`config.mk`:
```
export PLATFORM = sky130hd
export DESIGN_NAME = tce_ctrl
export DESIGN_NICKNAME = d
export VERILOG_FILES = /design/src/design/tce_pkg.sv /design/src/design/tce_ctrl.sv
export SDC_FILE = /design/constraint.sdc
export NUM_CORES = 1
export LEC_CHECK = 0
export BUFFER_PORTS_ARGS = -buffer_cell sky130_fd_sc_hd__buf_2
export CAP_MARGIN = 5
export CORE_MARGIN = 10
export CORE_UTILIZATION = 37
export DETAILED_ROUTE_END_ITERATION = 8
export HOLD_SLACK_MARGIN = 0.1
export PLACE_DENSITY_LB_ADDON = 0.15
export SYNTH_ARGS = -nofsm -noshare
export SYNTH_HDL_FRONTEND = slang
export SYNTH_SLANG_ARGS = --single-unit
```
`constraint.sdc`:
```
create_clock -name clk -period 1.8 [get_ports clk]
set_input_delay 0.27 -clock clk [delete_from_list [all_inputs] [get_ports clk]]
set_output_delay 0.27 -clock clk [all_outputs]
set_load 0.005 [all_outputs]
```
`src/design/tce_pkg.sv`:
```
`timescale 1ns / 1ps
// Shared types, codes and constants for the text console character engine.
// No dependencies; tce_datapath, tce_ctrl and the top level refer to it by scoped names.
package tce_pkg;

  // Default screen geometry and tab expansion
  localparam int SCREEN_WIDTH  = 80;
  localparam int SCREEN_HEIGHT = 25;
  localparam int TAB_SPACES    = 4;

  // Port field widths
  localparam int ROW_W  = 5;
  localparam int COL_W  = 7;
  localparam int POS_W  = 11;
  localparam int BYTE_W = 8;
  localparam int CELL_W = 16;

  // Command codes
  localparam logic CMD_PUT  = 1'b0;
  localparam logic CMD_READ = 1'b1;

  // Control characters and glyphs
  localparam logic [BYTE_W-1:0] CHAR_BACKSPACE = 8'd8;
  localparam logic [BYTE_W-1:0] CHAR_TAB       = 8'd9;
  localparam logic [BYTE_W-1:0] CHAR_NEWLINE   = 8'd10;
  localparam logic [BYTE_W-1:0] CHAR_RETURN    = 8'd13;
  localparam logic [BYTE_W-1:0] GLYPH_SPACE    = 8'h20;

  // Reset contents of every cell and reset attribute
  localparam logic [CELL_W-1:0] CELL_RESET  = 16'h0720;
  localparam logic [BYTE_W-1:0] COLOR_RESET = 8'h07;

  // Cursor operation codes
  typedef logic [2:0] op_t;
  localparam op_t OP_NONE      = 3'd0;
  localparam op_t OP_ADVANCE   = 3'd1;
  localparam op_t OP_NEWLINE   = 3'd2;
  localparam op_t OP_RETURN    = 3'd3;
  localparam op_t OP_BACKSPACE = 3'd4;

  // Commands from the controller to the datapath
  typedef struct packed {
    logic capture;
    logic clear_en;
    op_t  op;
    logic glyph_space;
    logic rd_cell;
    logic scroll_start;
    logic scroll_step;
    logic tab_load;
    logic tab_dec;
    logic out_load;
  } ctl_t;

  // Status from the datapath to the controller
  typedef struct packed {
    logic is_read;
    logic in_range;
    logic is_nl;
    logic is_cr;
    logic is_bs;
    logic is_tab;
    logic row_last;
    logic wrap_last;
    logic cnt_last;
    logic tab_last;
    logic tab_more;
  } sts_t;

endpackage

```
`src/design/tce_ctrl.sv`:
```
`timescale 1ns / 1ps
// Controller state machine: sequences clear pass, character handling, tab
// expansion, scroll copy and the result handshake. Uses tce_pkg.
module tce_ctrl (
  input  logic          clk,
  input  logic          rst_n,
  input  logic          in_valid,
  output logic          in_stall,
  output logic          out_valid,
  input  logic          out_stall,
  output tce_pkg::ctl_t ctl,
  input  tce_pkg::sts_t sts
);

  localparam logic [2:0] S_CLEAR  = 3'd0;
  localparam logic [2:0] S_IDLE   = 3'd1;
  localparam logic [2:0] S_EXEC   = 3'd2;
  localparam logic [2:0] S_TAB    = 3'd3;
  localparam logic [2:0] S_SCROLL = 3'd4;
  localparam logic [2:0] S_DRAIN  = 3'd5;
  localparam logic [2:0] S_DONE   = 3'd6;

  logic [2:0] state_r, state_nxt;
  logic       out_valid_r, out_valid_nxt;
  logic       out_free;
  logic       finish;

  assign out_free = !out_valid_r || !out_stall;

  // Next state and datapath commands
  always_comb begin
    ctl       = '0;
    ctl.op    = tce_pkg::OP_NONE;
    state_nxt = state_r;
    finish    = 1'b0;
    case (state_r)
      S_CLEAR: begin
        ctl.clear_en = 1'b1;
        if (sts.cnt_last) begin
          state_nxt = S_IDLE;
        end
      end
      S_IDLE: begin
        if (in_valid) begin
          ctl.capture = 1'b1;
          state_nxt   = S_EXEC;
        end
      end
      S_EXEC: begin
        if (sts.is_read) begin
          ctl.rd_cell = sts.in_range;
          state_nxt   = S_DONE;
        end else if (sts.is_nl) begin
          ctl.op = tce_pkg::OP_NEWLINE;
          if (sts.row_last) begin
            ctl.scroll_start = 1'b1;
            state_nxt        = S_SCROLL;
          end else begin
            finish = 1'b1;
          end
        end else if (sts.is_cr) begin
          ctl.op = tce_pkg::OP_RETURN;
          finish = 1'b1;
        end else if (sts.is_bs) begin
          ctl.op = tce_pkg::OP_BACKSPACE;
          finish = 1'b1;
        end else if (sts.is_tab) begin
          ctl.tab_load = 1'b1;
          state_nxt    = S_TAB;
        end else begin
          ctl.op = tce_pkg::OP_ADVANCE;
          if (sts.wrap_last) begin
            ctl.scroll_start = 1'b1;
            state_nxt        = S_SCROLL;
          end else begin
            finish = 1'b1;
          end
        end
      end
      S_TAB: begin
        ctl.op          = tce_pkg::OP_ADVANCE;
        ctl.glyph_space = 1'b1;
        ctl.tab_dec     = 1'b1;
        if (sts.wrap_last) begin
          ctl.scroll_start = 1'b1;
          state_nxt        = S_SCROLL;
        end else if (sts.tab_last) begin
          finish = 1'b1;
        end
      end
      S_SCROLL: begin
        ctl.scroll_step = 1'b1;
        if (sts.cnt_last) begin
          state_nxt = S_DRAIN;
        end
      end
      S_DRAIN: begin
        if (sts.tab_more) begin
          state_nxt = S_TAB;
        end else begin
          finish = 1'b1;
        end
      end
      S_DONE: begin
        finish = 1'b1;
      end
      default: begin
        state_nxt = S_IDLE;
      end
    endcase

    // Hand the result over, or hold it until the output register frees up
    if (finish) begin
      if (out_free) begin
        ctl.out_load = 1'b1;
        state_nxt    = S_IDLE;
      end else begin
        state_nxt = S_DONE;
      end
    end
  end

  // Result word valid: set on load, drop when taken
  always_comb begin
    out_valid_nxt = out_valid_r;
    if (ctl.out_load) begin
      out_valid_nxt = 1'b1;
    end else if (!out_stall) begin
      out_valid_nxt = 1'b0;
    end
  end

  always_ff @(posedge clk) begin
    if (!rst_n) begin
      state_r     <= S_CLEAR;
      out_valid_r <= 1'b0;
    end else begin
      state_r     <= state_nxt;
      out_valid_r <= out_valid_nxt;
    end
  end

  assign in_stall  = (state_r != S_IDLE);
  assign out_valid = out_valid_r;

`ifndef SYNTHESIS
  a_no_overwrite: assert property (@(posedge clk) disable iff (!rst_n)
    out_valid_r && out_stall |-> !ctl.out_load)
    else $error("result word overwritten while stalled");

  a_capture_exec: assert property (@(posedge clk) disable iff (!rst_n)
    ctl.capture |=> state_r == S_EXEC)
    else $error("accepted word not executed next cycle");

  a_scroll_drain: assert property (@(posedge clk) disable iff (!rst_n)
    state_r == S_SCROLL && sts.cnt_last |=> state_r == S_DRAIN)
    else $error("scroll copy did not end in drain");

  a_tab_count: assert property (@(posedge clk) disable iff (!rst_n)
    state_r == S_TAB |-> sts.tab_more)
    else $error("tab expansion with no spaces left");
`endif

endmodule

```
==> flow_summary.yaml <==
outcome:
  status: "complete, but fails checks"
  violations: "negative setup slack"
setup_path:
  crit_type: "reg -> out"
  crit_path_max_fanout: 3
  cp.required_ns: 1.53
  r2r_start: "state_r[2]"
  path_buf_inv: 1
  crit_start: "state_r[2]"
  r2r-end: "state_r[0]"
  critPathCaptureType: "primary output"
  crit_family: "simple AND/OR/NAND/NOR gates"
  cp_num_cells: 6
  cp-start-kind: "flip-flop"
  reg2reg_setup_slack_ns: -0.14
  cp.arrival_ns: 1.80
  cp_slowest_cell: "or4b_4"
  endpoint: "ctl[4]"
  max_stage_delay_ns: 0.51
  cp_common_cell: "o21ai_1"
  r2r_cells: 7
  path_cells: "or4b_4 -> or3_4 -> nor3_2 -> o21ai_1 -> o21ai_1 -> buf_2"
synthesis:
  synth_edf_count: 0
  netlist_instances: 72
  synth-seq-area-share: 0.1658
  yosysWarnings: 0
  synth_cell_type_count: 30
  async_flop_share: 0
  synth_area_um2: 483.0
  synth_nets: 87
  synthTopCellsByArea: "dfxtp_1, o21ai_0, a21oi_1"
  synth_top_cell_area_share: 0.1658
  synth-seq-cells: 4
  postSynthAreaPerCell_um2: 6.708
  synth_top_cell_by_area: "dfxtp_1"
  synth_ff_type: "dfxtp_1"
clock_network:
  cts.htree.levels: 1
  cts_buffer_depth: 2
  clk_pin_slew_worst_paths_ns: 0.04
  cts.sinks: 4
  cts_tree: "done"
  cts_root_buffer: "clkbuf_4"
  clk_latency_ns: 0.23
  cts_made_buffers: 3
global_route:
  grt_pass1_vias: 618
  track_usage: 0.09731
  grt_pass1_wl_um: 2697
  grt_overflow: 0
  antenna_found_initial: 0
  grt_max_degree: 18
timing:
  period_share: 1.148
  worstMarginPinSlew_ns: 0.3610
  drv_slew: 0
  rsz0062_at_grt: "yes"
  holdWs_ns: 0.3272
  clock_skew_ns: 0.005056
  worst_slack_ns: -0.2665
  fin_crit_ns: 2.066
  fmax_mhz: 483.9
  relSlewSlack: 0.7562
  setup_viol: 7
  final_hold_viol_count: 0
drt:
  wl_met3_um: 83
  drt_iter0_drc: 9
  wirelength_um: 1619
  met2_wirelength_um: 856
  met1_length_um: 663
  drc: 0
  viasPerCell: 5.217
  ant_nets: 0
  top_layer: "met4"
  vias: 626
  firstDrtPassIters: 4
  wl_per_cell_um: 13.49
floorplan:
  coreArea_um2: 1171
  die_area_um2: 3151
  start_util: 0.4124
  dieWidth_um: 56.13
  die_y_um: 56.13
  io-pin-count: 29
  num_rows: 12
worst_hold_path:
  worstHoldPathType: "in -> reg"
  worst_hold_startpoint: "rst_n"
pwr:
  power.leakage_nw: 0.3449
  powerDensity_nw_per_um2: 560.7
  peakVddDrop_uv: 400.5
final_layout:
  final_core_util: 0.6132
  multi_input_area_um2: 370.4
  drive_gt1_frac: 0.4717
  register_area_um2: 81.33
  final_cell_mix: "buf_2, buf_4, nor2_1, nand2_1, o21ai_0"
  final_common_cell: "buf_2"
  fin_nets: 123
  area_delta_synth_final_pct: 48.70
  nFillCells: 117
  diodes: 0
placement:
  finalWeightedCongestion: 0.8491
  place_hpwl_um: 1236
  dp_slack_ns: -0.1435
  portBuffers: 28
flow_run:
  cap_viol_max_count: 0
==> cell type report <==
type | instances | area share
Sequential cell | 4 | 0.1132
Tap cell | 14 | 0.02439
Clock buffer | 3 | 0.03136
Inverter | 4 | 0.02091
Multi-Input combinational cell | 58 | 0.5157
Timing Repair Buffer | 37 | 0.2944
==> tightest hold or removal path, delay by kind of cell <==
family / cells / cell delay, ns
AOI/OAI and AO/OA: 1 / 0.10
buffers and inverters: 2 / 0.16
==> metal layers <==
metal	global-route usage	vias up
met5	0	-
met1	0.1041	285
met3	0.02506	2
met2	0.1827	17
li1	-	322
met4	0.02048	0
==> where the power goes <==
group          switching (mW)  total, mW  internal [mW]
Clock                  0.0337      0.108         0.0744
Sequential            0.00525      0.104         0.0988
Combinational          0.0983      0.191         0.0922
==> registers in the layout, indices dropped and copies added, names as in the netlist <==
signal     cells
state_r        3
out_valid      1
==> Yosys cell counts (3+ instances only) <==
master / count
dfxtp_1: 4
nand2_1: 7
nor2_1: 8
nor3b_1: 3
nor3_1: 4
a21oi_1: 6
o21ai_0: 8
inv_1: 4
==> metrics by stage <==
stage,area [µm²],instances,power (mW),TNS [ns]
floorplan,488.0,72,0.2181,0
global placement,653.1,114,0.2823,-0.1807
detailed placement,653.1,114,0.2846,-0.2433
CTS,695.7,118,0.3972,-0.7460
global route,718.2,120,0.4447,-1.535
finish,718.2,120,0.4027,-1.088
==> cells by family after synthesis <==
logic type,count (synthesis),synth area share
flops,4,0.1658
simple gates,35,0.4016
compound gates,22,0.3031
buf+inv,10,0.1088
mux,1,0.02073
==> worst min path at each step <==
stage | depth (start not counted) | slack (ns) | endpoint
2_1_floorplan | 2 | 0.43 | state_r[2]
3_3_place_gp | 2 | 0.48 | out_valid
3_5_place_dp | 2 | 0.49 | out_valid
4_1_cts | 3 | 0.32 | state_r[2]
5_1_grt | 3 | 0.34 | state_r[2]
6_report | 3 | 0.33 | state_r[1]
==> timing repair <==
action | CTS | global route
resized for setup | 4 | 3
setup buffers | 1 | 2
endpoints found under the setup margin | 4 | 7
hold buffers | 0 | 0
cloned | 0 | 0
pin swaps | 2 | 0
(Power assumes the default switching activity.)
